$ cat config.mk
export PLATFORM = sky130hd
export DESIGN_NAME = tick_to_minute_ohlc_bars
export DESIGN_NICKNAME = d
export VERILOG_FILES = /design/src/hdl/ohlc_pkg.sv /design/src/hdl/tick_to_minute_ohlc_bars.sv /design/src/hdl/ohlc_front.sv /design/src/hdl/ohlc_fifo.sv /design/src/hdl/ohlc_back.sv
export VERILOG_INCLUDE_DIRS = /design/src /design/src/hdl
export SDC_FILE = /design/constraint.sdc
export NUM_CORES = 1
export LEC_CHECK = 0
export ABC_AREA = 1
export BUFFER_PORTS_ARGS = -buffer_cell sky130_fd_sc_hd__clkbuf_2
export CELL_PAD_IN_SITES_DETAIL_PLACEMENT = 0
export CELL_PAD_IN_SITES_GLOBAL_PLACEMENT = 1
export CORE_ASPECT_RATIO = 1.75
export CORE_MARGIN = 2
export CORE_UTILIZATION = 51
export CTS_BUF_LIST = sky130_fd_sc_hd__clkbuf_8
export DETAILED_ROUTE_END_ITERATION = 12
export MAX_ROUTING_LAYER = met4
export PLACE_DENSITY = 0.87
export SYNTH_ARGS = -nofsm -noshare
export SYNTH_HDL_FRONTEND = slang
export SYNTH_SLANG_ARGS = --single-unit
$ cat constraint.sdc
create_clock -name aclk -period 19.65 [get_ports aclk]
set_input_delay 1.965 -clock aclk [delete_from_list [all_inputs] [get_ports aclk]]
set_output_delay 1.965 -clock aclk [all_outputs]
set_load 0.02 [all_outputs]
$ cat src/hdl/tick_to_minute_ohlc_bars_assert.svh
// Assertion macros shared by the OHLC bar builder.
`ifndef TICK_TO_MINUTE_OHLC_BARS_ASSERT_SVH
`define TICK_TO_MINUTE_OHLC_BARS_ASSERT_SVH

// Same-cycle implication, checked on aclk outside reset.
`define OHLC_ASSERT_IMP(lbl, ante, cons, msg) \
    lbl: assert property (@(posedge aclk) disable iff (!aresetn) (ante) |-> (cons)) \
        else $error(msg);

// Next-cycle implication, checked on aclk outside reset.
`define OHLC_ASSERT_NXT(lbl, ante, cons, msg) \
    lbl: assert property (@(posedge aclk) disable iff (!aresetn) (ante) |=> (cons)) \
        else $error(msg);

`endif

$ cat src/hdl/ohlc_pkg.sv
// Shared types, constants and helper functions of the OHLC bar builder.
package ohlc_pkg;

    localparam int MIN_W       = 11;
    localparam int PRICE_W     = 32;
    localparam int TVOL_W      = 32;
    localparam int VOL_W       = 48;
    localparam int CNT_W       = 3;
    localparam int IV_W        = 22;
    localparam int PTR_W       = 2;
    localparam int MAX_INTERVALS = 4;
    localparam int S_TDATA_W   = 80;
    localparam int M_TDATA_W   = 192;
    localparam int CFG_IDX_W   = 3;
    localparam int CFG_DATA_W  = 22;
    localparam int Q_DEPTH     = 2;
    localparam int Q_PTR_W     = 1;
    localparam int Q_CNT_W     = 2;

    localparam logic [MIN_W-1:0] LAST_MINUTE = 11'd1439;
    localparam logic [VOL_W-1:0] VOL_MAX     = {VOL_W{1'b1}};

    // Register indexes of the configuration port.
    localparam logic [CFG_IDX_W-1:0] REG_COUNT = 3'd0;
    localparam logic [CFG_IDX_W-1:0] REG_IV0   = 3'd1;
    localparam logic [CFG_IDX_W-1:0] REG_IV1   = 3'd2;
    localparam logic [CFG_IDX_W-1:0] REG_IV2   = 3'd3;
    localparam logic [CFG_IDX_W-1:0] REG_IV3   = 3'd4;

    localparam logic [CNT_W-1:0] COUNT_RESET = 3'd2;
    localparam logic [IV_W-1:0]  IV0_RESET   = 22'd1413690;
    localparam logic [IV_W-1:0]  IV1_RESET   = 22'd1843980;
    localparam logic [IV_W-1:0]  IV2_RESET   = 22'd0;
    localparam logic [IV_W-1:0]  IV3_RESET   = 22'd0;

    // Input action codes carried on s_tuser.
    localparam logic [1:0] ACT_TICK    = 2'd0;
    localparam logic [1:0] ACT_CLOSE   = 2'd1;
    localparam logic [1:0] ACT_RESTART = 2'd2;
    localparam logic [1:0] ACT_NONE    = 2'd3;

    typedef enum logic [1:0] {
        OP_TICK,
        OP_CLOSE,
        OP_RESTART
    } op_t;

    typedef enum logic [2:0] {
        ST_TRADED,
        ST_FILLED,
        ST_NO_PRICE,
        ST_REJECTED,
        ST_DONE
    } status_t;

    typedef struct packed {
        op_t                op;
        logic [MIN_W-1:0]   minute;
        logic [PRICE_W-1:0] price;
        logic [TVOL_W-1:0]  volume;
    } entry_t;

    typedef struct packed {
        logic [CNT_W-1:0]                  count;
        logic [MAX_INTERVALS-1:0][IV_W-1:0] iv;
    } cfg_t;

    function automatic logic [MIN_W-1:0] clamp_minute(input logic [MIN_W-1:0] m);
        return (m > LAST_MINUTE) ? LAST_MINUTE : m;
    endfunction

    localparam logic [MIN_W-1:0] SLOT_RESET = clamp_minute(IV0_RESET[MIN_W-1:0]);

endpackage

$ cat src/hdl/tick_to_minute_ohlc_bars.sv
// Top level of the one-minute OHLC bar builder: config registers, front, queue, back.
//
//   Channel   Direction  Handshake            Payload
//   s_        in         s_tvalid/s_tready    s_tuser action, s_tdata tick fields
//   m_        out        m_tvalid/m_tready    m_tuser status, m_tdata bar, m_tlast
//   cfg_wr_   in         cfg_wr_en            cfg_wr_index, cfg_wr_data
//
// One transaction per cycle is taken while the two-entry queue has room.
// A result passes through the queue and the back end's result register: the queue is
// written at the accepting edge, and the back end registers the result when it pops
// the entry from the queue, after its compare, min/max and 48-bit add.
// A stall on m_tready holds the result register and the back end; the queue
// absorbs two transactions before s_tready drops. Reset is synchronous and
// needs no clearing pass.
`include "tick_to_minute_ohlc_bars_assert.svh"

module tick_to_minute_ohlc_bars import ohlc_pkg::*; (
    input  logic                  aclk,
    input  logic                  aresetn,
    input  logic                  s_tvalid,
    output logic                  s_tready,
    input  logic [1:0]            s_tuser,   // action
    input  logic [S_TDATA_W-1:0]  s_tdata,   // tick_minute, tick_price, tick_volume
    output logic                  m_tvalid,
    input  logic                  m_tready,
    output logic [2:0]            m_tuser,   // status
    output logic [M_TDATA_W-1:0]  m_tdata,   // bar_minute, open, high, low, close, volume
    output logic                  m_tlast,   // day_complete
    input  logic                  cfg_wr_en,
    input  logic [CFG_IDX_W-1:0]  cfg_wr_index,
    input  logic [CFG_DATA_W-1:0] cfg_wr_data
);

    cfg_t   cfg_reg;
    logic   q_push;
    logic   q_pop;
    logic   q_full;
    logic   q_not_empty;
    entry_t q_entry;
    entry_t q_head;
    logic   out_no_bar;
    logic   out_has_room;

    always_ff @(posedge aclk) begin
        if (!aresetn) begin
            cfg_reg.count <= COUNT_RESET;
            cfg_reg.iv[0] <= IV0_RESET;
            cfg_reg.iv[1] <= IV1_RESET;
            cfg_reg.iv[2] <= IV2_RESET;
            cfg_reg.iv[3] <= IV3_RESET;
        end else if (cfg_wr_en) begin
            case (cfg_wr_index)
                REG_COUNT: cfg_reg.count <= cfg_wr_data[CNT_W-1:0];
                REG_IV0:   cfg_reg.iv[0] <= cfg_wr_data[IV_W-1:0];
                REG_IV1:   cfg_reg.iv[1] <= cfg_wr_data[IV_W-1:0];
                REG_IV2:   cfg_reg.iv[2] <= cfg_wr_data[IV_W-1:0];
                REG_IV3:   cfg_reg.iv[3] <= cfg_wr_data[IV_W-1:0];
                default: begin
                end
            endcase
        end
    end

    ohlc_front u_front (
        .s_tvalid (s_tvalid),
        .s_tready (s_tready),
        .s_tuser  (s_tuser),
        .s_tdata  (s_tdata),
        .q_full   (q_full),
        .q_push   (q_push),
        .q_entry  (q_entry)
    );

    ohlc_fifo u_fifo (
        .aclk       (aclk),
        .aresetn    (aresetn),
        .push       (q_push),
        .push_entry (q_entry),
        .pop        (q_pop),
        .full       (q_full),
        .not_empty  (q_not_empty),
        .head       (q_head)
    );

    ohlc_back u_back (
        .aclk     (aclk),
        .aresetn  (aresetn),
        .cfg      (cfg_reg),
        .q_valid  (q_not_empty),
        .q_head   (q_head),
        .q_pop    (q_pop),
        .m_tvalid (m_tvalid),
        .m_tready (m_tready),
        .m_tuser  (m_tuser),
        .m_tdata  (m_tdata),
        .m_tlast  (m_tlast)
    );

    assign out_no_bar   = m_tvalid && (m_tuser == ST_DONE || m_tuser == ST_REJECTED);
    assign out_has_room = !m_tvalid || m_tready;

    `OHLC_ASSERT_IMP(a_no_overflow, q_push, !q_full, "push into a full queue")
    `OHLC_ASSERT_IMP(a_pop_has_room, q_pop, q_not_empty && out_has_room, "pop without room")
    `OHLC_ASSERT_IMP(a_last_on_bar, m_tvalid && m_tlast, m_tuser <= ST_NO_PRICE, "bad last")
    `OHLC_ASSERT_IMP(a_done_zero, out_no_bar, m_tdata[M_TDATA_W-1:MIN_W] == '0, "bad data")

endmodule

$ cat src/hdl/ohlc_front.sv
// Front end: accepts ticks, decodes the action and queues work for the back end.
module ohlc_front import ohlc_pkg::*; (
    input  logic                 s_tvalid,
    output logic                 s_tready,
    input  logic [1:0]           s_tuser,   // action
    input  logic [S_TDATA_W-1:0] s_tdata,   // tick_minute, tick_price, tick_volume, zero pad
    input  logic                 q_full,
    output logic                 q_push,
    output entry_t               q_entry
);

    logic accept;
    logic keep;

    assign s_tready = !q_full;
    assign accept   = s_tvalid && s_tready;

    always_comb begin
        keep       = 1'b1;
        q_entry.op = OP_TICK;
        case (s_tuser)
            ACT_TICK: begin
                q_entry.op = OP_TICK;
            end
            ACT_CLOSE: begin
                q_entry.op = OP_CLOSE;
            end
            ACT_RESTART: begin
                q_entry.op = OP_RESTART;
            end
            default: begin
                // The unused action is dropped here and never reaches the queue.
                keep = 1'b0;
            end
        endcase
        q_entry.minute = s_tdata[MIN_W-1:0];
        q_entry.price  = s_tdata[MIN_W+PRICE_W-1:MIN_W];
        q_entry.volume = s_tdata[MIN_W+PRICE_W+TVOL_W-1:MIN_W+PRICE_W];
    end

    assign q_push = accept && keep;

endmodule

$ cat src/hdl/ohlc_fifo.sv
// Short queue between the decode front end and the bar back end.
module ohlc_fifo import ohlc_pkg::*; (
    input  logic   aclk,
    input  logic   aresetn,
    input  logic   push,
    input  entry_t push_entry,
    input  logic   pop,
    output logic   full,
    output logic   not_empty,
    output entry_t head
);

    entry_t               mem [Q_DEPTH];
    logic [Q_PTR_W-1:0]   wr_ptr_reg, wr_ptr_next;
    logic [Q_PTR_W-1:0]   rd_ptr_reg, rd_ptr_next;
    logic [Q_CNT_W-1:0]   count_reg, count_next;

    assign full      = (count_reg == Q_CNT_W'(Q_DEPTH));
    assign not_empty = (count_reg != '0);
    assign head      = mem[rd_ptr_reg];

    always_comb begin
        wr_ptr_next = push ? wr_ptr_reg + 1'b1 : wr_ptr_reg;
        rd_ptr_next = pop  ? rd_ptr_reg + 1'b1 : rd_ptr_reg;
        count_next  = count_reg;
        if (push && !pop) begin
            count_next = count_reg + 1'b1;
        end else if (pop && !push) begin
            count_next = count_reg - 1'b1;
        end
    end

    always_ff @(posedge aclk) begin
        if (push) begin
            mem[wr_ptr_reg] <= push_entry;
        end
    end

    always_ff @(posedge aclk) begin
        if (!aresetn) begin
            wr_ptr_reg <= '0;
            rd_ptr_reg <= '0;
            count_reg  <= '0;
        end else begin
            wr_ptr_reg <= wr_ptr_next;
            rd_ptr_reg <= rd_ptr_next;
            count_reg  <= count_next;
        end
    end

endmodule

$ cat src/hdl/ohlc_back.sv
// Back end: folds ticks into the open bar, walks the schedule and registers results.
module ohlc_back import ohlc_pkg::*; (
    input  logic                 aclk,
    input  logic                 aresetn,
    input  cfg_t                 cfg,
    input  logic                 q_valid,
    input  entry_t               q_head,
    output logic                 q_pop,
    output logic                 m_tvalid,
    input  logic                 m_tready,
    output logic [2:0]           m_tuser,   // status
    output logic [M_TDATA_W-1:0] m_tdata,   // bar_minute, open, high, low, close, volume, pad
    output logic                 m_tlast    // day_complete
);

    logic [PTR_W-1:0]   ptr_reg, ptr_next;
    logic [MIN_W-1:0]   slot_reg, slot_next;
    logic [PRICE_W-1:0] open_reg, open_next;
    logic [PRICE_W-1:0] high_reg, high_next;
    logic [PRICE_W-1:0] low_reg, low_next;
    logic [PRICE_W-1:0] close_reg, close_next;
    logic [VOL_W-1:0]   vol_reg, vol_next;
    logic               has_trade_reg, has_trade_next;
    logic [PRICE_W-1:0] prev_close_reg, prev_close_next;
    logic               price_seen_reg, price_seen_next;
    logic               done_reg, done_next;

    logic               out_valid_reg, out_valid_next;
    status_t            out_status_reg, out_status_next;
    logic [MIN_W-1:0]   out_minute_reg, out_minute_next;
    logic [PRICE_W-1:0] out_open_reg, out_open_next;
    logic [PRICE_W-1:0] out_high_reg, out_high_next;
    logic [PRICE_W-1:0] out_low_reg, out_low_next;
    logic [PRICE_W-1:0] out_close_reg, out_close_next;
    logic [VOL_W-1:0]   out_vol_reg, out_vol_next;
    logic               out_last_reg, out_last_next;

    logic               go;
    logic [CNT_W-1:0]   used_cnt;
    logic [MIN_W-1:0]   cur_end;
    logic [PTR_W-1:0]   ptr_inc;
    logic [MIN_W-1:0]   next_start;
    logic               at_end;
    logic               last_iv;
    logic [VOL_W:0]     vol_sum;

    // The back end only moves when the result register is free or being emptied.
    assign go    = q_valid && (!out_valid_reg || m_tready);
    assign q_pop = go;

    always_comb begin
        if (cfg.count == '0) begin
            used_cnt = CNT_W'(1);
        end else if (cfg.count > CNT_W'(MAX_INTERVALS)) begin
            used_cnt = CNT_W'(MAX_INTERVALS);
        end else begin
            used_cnt = cfg.count;
        end
    end

    assign cur_end    = clamp_minute(cfg.iv[ptr_reg][IV_W-1:MIN_W]);
    assign ptr_inc    = ptr_reg + 1'b1;
    assign next_start = clamp_minute(cfg.iv[ptr_inc][MIN_W-1:0]);
    assign at_end     = (slot_reg >= cur_end);
    assign last_iv    = ({1'b0, ptr_reg} + CNT_W'(1)) >= used_cnt;
    assign vol_sum    = {1'b0, vol_reg} + {{(VOL_W+1-TVOL_W){1'b0}}, q_head.volume};

    always_comb begin
        ptr_next        = ptr_reg;
        slot_next       = slot_reg;
        open_next       = open_reg;
        high_next       = high_reg;
        low_next        = low_reg;
        close_next      = close_reg;
        vol_next        = vol_reg;
        has_trade_next  = has_trade_reg;
        prev_close_next = prev_close_reg;
        price_seen_next = price_seen_reg;
        done_next       = done_reg;

        out_valid_next  = out_valid_reg && !m_tready;
        out_status_next = out_status_reg;
        out_minute_next = out_minute_reg;
        out_open_next   = out_open_reg;
        out_high_next   = out_high_reg;
        out_low_next    = out_low_reg;
        out_close_next  = out_close_reg;
        out_vol_next    = out_vol_reg;
        out_last_next   = out_last_reg;

        if (go) begin
            case (q_head.op)
                OP_RESTART: begin
                    ptr_next        = '0;
                    slot_next       = clamp_minute(cfg.iv[0][MIN_W-1:0]);
                    has_trade_next  = 1'b0;
                    vol_next        = '0;
                    price_seen_next = 1'b0;
                    done_next       = 1'b0;
                end
                OP_TICK: begin
                    if (done_reg || q_head.minute != slot_reg) begin
                        out_valid_next  = 1'b1;
                        out_status_next = done_reg ? ST_DONE : ST_REJECTED;
                        out_minute_next = slot_reg;
                        out_open_next   = '0;
                        out_high_next   = '0;
                        out_low_next    = '0;
                        out_close_next  = '0;
                        out_vol_next    = '0;
                        out_last_next   = 1'b0;
                    end else begin
                        if (!has_trade_reg) begin
                            open_next = q_head.price;
                            high_next = q_head.price;
                            low_next  = q_head.price;
                            vol_next  = {{(VOL_W-TVOL_W){1'b0}}, q_head.volume};
                        end else begin
                            if (q_head.price > high_reg) begin
                                high_next = q_head.price;
                            end
                            if (q_head.price < low_reg) begin
                                low_next = q_head.price;
                            end
                            vol_next = vol_sum[VOL_W] ? VOL_MAX : vol_sum[VOL_W-1:0];
                        end
                        close_next      = q_head.price;
                        has_trade_next  = 1'b1;
                        price_seen_next = 1'b1;
                    end
                end
                OP_CLOSE: begin
                    out_valid_next  = 1'b1;
                    out_minute_next = slot_reg;
                    if (done_reg) begin
                        out_status_next = ST_DONE;
                        out_open_next   = '0;
                        out_high_next   = '0;
                        out_low_next    = '0;
                        out_close_next  = '0;
                        out_vol_next    = '0;
                        out_last_next   = 1'b0;
                    end else begin
                        out_last_next = at_end && last_iv;
                        if (has_trade_reg) begin
                            out_status_next = ST_TRADED;
                            out_open_next   = open_reg;
                            out_high_next   = high_reg;
                            out_low_next    = low_reg;
                            out_close_next  = close_reg;
                            out_vol_next    = vol_reg;
                            prev_close_next = close_reg;
                        end else if (price_seen_reg) begin
                            out_status_next = ST_FILLED;
                            out_open_next   = prev_close_reg;
                            out_high_next   = prev_close_reg;
                            out_low_next    = prev_close_reg;
                            out_close_next  = prev_close_reg;
                            out_vol_next    = '0;
                        end else begin
                            out_status_next = ST_NO_PRICE;
                            out_open_next   = '0;
                            out_high_next   = '0;
                            out_low_next    = '0;
                            out_close_next  = '0;
                            out_vol_next    = '0;
                        end
                        if (at_end) begin
                            if (last_iv) begin
                                done_next = 1'b1;
                            end else begin
                                ptr_next  = ptr_inc;
                                slot_next = next_start;
                            end
                        end else begin
                            slot_next = slot_reg + 1'b1;
                        end
                        has_trade_next = 1'b0;
                        vol_next       = '0;
                    end
                end
                default: begin
                end
            endcase
        end
    end

    always_ff @(posedge aclk) begin
        if (!aresetn) begin
            ptr_reg        <= '0;
            slot_reg       <= SLOT_RESET;
            has_trade_reg  <= 1'b0;
            price_seen_reg <= 1'b0;
            done_reg       <= 1'b0;
            out_valid_reg  <= 1'b0;
        end else begin
            ptr_reg        <= ptr_next;
            slot_reg       <= slot_next;
            has_trade_reg  <= has_trade_next;
            price_seen_reg <= price_seen_next;
            done_reg       <= done_next;
            out_valid_reg  <= out_valid_next;
        end
    end

    always_ff @(posedge aclk) begin
        open_reg       <= open_next;
        high_reg       <= high_next;
        low_reg        <= low_next;
        close_reg      <= close_next;
        vol_reg        <= vol_next;
        prev_close_reg <= prev_close_next;
        out_status_reg <= out_status_next;
        out_minute_reg <= out_minute_next;
        out_open_reg   <= out_open_next;
        out_high_reg   <= out_high_next;
        out_low_reg    <= out_low_next;
        out_close_reg  <= out_close_next;
        out_vol_reg    <= out_vol_next;
        out_last_reg   <= out_last_next;
    end

    assign m_tvalid = out_valid_reg;
    assign m_tuser  = out_status_reg;
    assign m_tlast  = out_last_reg;
    assign m_tdata  = {{(M_TDATA_W-MIN_W-4*PRICE_W-VOL_W){1'b0}}, out_vol_reg,
                       out_close_reg, out_low_reg, out_high_reg, out_open_reg,
                       out_minute_reg};

endmodule

==> summary.md <==
| Metric | Value |
|---|---|
| Final instance area | 0.03537 mm^2 |
| Die ar. | 0.06336 mm^2 |
| Hold slack | 0.4475 ns |
| DR vias | 23390 |
| Pre-CTS setup slack | around 14 ns |
| Root Buffer | clkbuf_8 |
| Run status | finished clean |
| CTS sink cnt | between 600 and 700 |
| M3 GR Usage | under 10% |
| Std-Cell Core Area | 0.06096 mm^2 |
| Async SR Flop Fraction | 0% |
| Largest delay share family, worst path | simple AND/OR/NAND/NOR gates |
| Final setup fails | 0 |
| Kind of critical path | reg2reg |
| Number of flip-flops under the largest register name | 154 |
| Worst setup margin | 14.42 ns |
| Most frequent cells after synthesis | nand2_1 (887), edfxtp_1 (553), inv_1 (421) |
| Share of cells above drive strength 1 | between 10% and 20% |
| Pwr dens | about 150 mW/mm^2 |
| Unrepaired setup endpoints after global routing | false |
| Area leader, netlist | edfxtp_1 |
| WL final | 86.10 mm |
| M2 GR Usage | a little under half |
| Sequential area share after synthesis | 60.37% |
| Switching power | 2.341 mW |
| Switching share of power | 42.97% |
| Synthesis warning total | 0 |
| Top-count cell post-synth | nand2_1 |
| DR pass1 iterations | 5 |
| Storage element area | 0.01888 mm^2 |
| Most Crowded Layer GR | met2 |
| Least-Margin Pin Slew | 1.004 ns |
| Seq cells post-synth | 666 |
| Most used DFF post-synth | edfxtp_1 |
| Drt first-iter violations | 1451 |
| Setup bufs post-CTS | 0 |
| Final Cycle Share | between 20% and 30% |
| P_int | between 3 and 4 mW |
| Setup crit end kind | flop |
| Static leakage | 15.82 nW |
| Post-synthesis cell area | 0.03126 mm^2 |
| Die Y | about 330 um |
| Hold Violations, Final | 0 |
| First-pass GRT wire length | 131.2 mm |
| Initial antenna violation count | 10 |
| Final setup skew | 0.04350 ns |
| Multi-input gate area | 0.01029 mm^2 |
| Global-route usage over all layers | 28.32% |
| Num rows | 120 |
| CTS Hold Bufs | 0 |
| Combinational share of power | 41.5% |
| # H-tree levels | 3 |
| Nets | 3801 |
| Largest net degree at the start of global routing | 131 |
| Post-route minimum period | 5.226 ns |
| Peak VDD IR | 0.09814 mV |
| Crit-path max FO | 48 |
| Via-to-Cell Ratio | 5.254 |
| CP dominant cell by count | nand2_1 |
| Dpl hpwl | 59.32 mm |
| DRC violations left | 0 |
| CTS clk-pin slew, worst paths | 0.07 ns |
| Max frequency | 191.3 MHz |
| Num CTS Buffers | 94 |
| Slowest cell on crit path | nand4_1 |
| Post-synth top area share | 53.13% |
| Vias in the first global route | 23250 |
| Dpl cells | around 4300 |
| Total negative slack | 0 ns |
| CP peak stage delay | 0.72 ns |
| Final Wtd Congestion | slightly above 1 |
| Worst Hold Class | reg2reg |
| Buf/Inv on CP | 4 |
| EDFF count, synth | 553 |
| Routed len/inst | approximately 19 um |
| Grt ovf | 0 |
| I/O pin count | 310 |
| Filler cells | ~5600 |
| Starting Density | 51.27% |
| Chip Width | 191.1 um |
| CTS tree | built |
| CP Data Required Time | 20.24 ns |
| Synth area leaders | edfxtp_1 (53%), nand2_1 (11%), dfxtp_1 (7.2%), inv_1 (5.1%), ha_1 (4.6%) |
| Port bufs | 299 |
| CTS Buffer Depth | 3 |
| Post-cts resize count | 0 |
| Slew Limit Fails | 0 |
| Post-DP Area | 0.03344 mm^2 |
| Slew HR | between 30% and 40% |
| Syn-to-layout area delta | 13.17% |
| Critical path, cell by cell | buf_4 -> inv_2 -> a21oi_1 -> o21ai_0 -> o21ai_1 -> nand2_1 -> nor3_1 -> o21ai_1 -> nand2_2 -> inv_2 -> nand2_1 -> ha_1 -> a21oi_1 -> o21ai_0 -> nand2_1 -> nand4_1 -> nand2_1 -> nand2_1 -> nand2_1 -> inv_1 -> nand2_1 -> nand2_1 |
| Post-Syn Instances | 3275 |
| Post-Layout Cell Count | approximately 4500 |
| Register share of total power | a little under two fifths |
| Worst-skew pair later-pin latency | between 0.7 and 0.8 ns |
| Met1 GRT Util | 32.84% |
| Clock power share | 20.4% |
| Startpoint Class | flop |
| Max_cap viols | 0 |
| Data arrival, critical path | 5.82 ns |
| Count of cell types in the netlist | 47 |
| Remaining antenna violation count | 0 |
| Syn avg cell area | 9.544 um^2 |
stage by stage:
stage / utilization, % / power [mW]
global route: 58.03 / 5.823
finish: 58.03 / 5.448
floorplan: - / 3.638
CTS: 57.99 / 5.485
detailed placement: 54.86 / 4.361
global placement: 54.86 / 4.338
power by group through the flow:
stage,logic (mW),clock network (mW),registers (mW)
after global routing,2.53,1.19,2.10
after CTS,2.27,1.14,2.07
final,2.26,1.11,2.07
after detailed placement,2.26,0,2.10
after global placement,2.24,0,2.10
after floorplan,1.42,0,2.21
path summary, 6_finish.rpt:
path,from,end,slack [ns],depth (start not counted)
min reg2reg,u_fifo.rd_ptr_reg$_SDFFE_PN0P_,flop,0.45,1
min,u_fifo.rd_ptr_reg$_SDFFE_PN0P_,flop,0.45,1
max reg2reg,u_back.ptr_reg[0]$_SDFFE_PN0P_,u_back.slot_reg[0]$_SDFFE_PN0P_,14.42,22
max,u_back.ptr_reg[0]$_SDFFE_PN0P_,u_back.slot_reg[0]$_SDFFE_PN0P_,14.42,22
area by class of cell:
type	instances	share of cell area (%)
diodes	10	0.07074
clock buffers	99	3.852
clock inverters	75	1.539
inverters	428	4.570
multi-input cells	2060	29.08
flip-flops and latches	666	53.37
well taps	793	2.805
repair buffers	322	4.719
placed cells by master (no fill, tap or decap), types with 16 or more instances in the layout:
master,synthesis,routed
clkbuf_8,0,99
nand2_1,887,886
o21ai_0,241,241
dfxtp_1,113,110
ha_1,116,115
a21oi_1,141,141
nand4_1,55,55
nor2_1,294,291
inv_1,421,439
buf_4,7,23
clkbuf_2,0,299
nor3_1,19,16
edfxtp_1,553,553
clkinv_1,0,26
nand3_1,182,182
cells by family after synthesis:
logic type      share of synthesized area [%]
other cells                           0.01200
flops                                   60.37
fa+ha+maj                               4.708
xor+xnor                               0.6445
buf+inv                                 6.961
compound gates                          7.574
simple gates                            19.74
routing by layer:
metal	vias to the layer above	part of all wire, %
li1	11510	-
met1	10900	39
met2	770	50
met3	213	6.1
met4	0	5.5
met5	-	0
(Power assumes the default switching activity.)
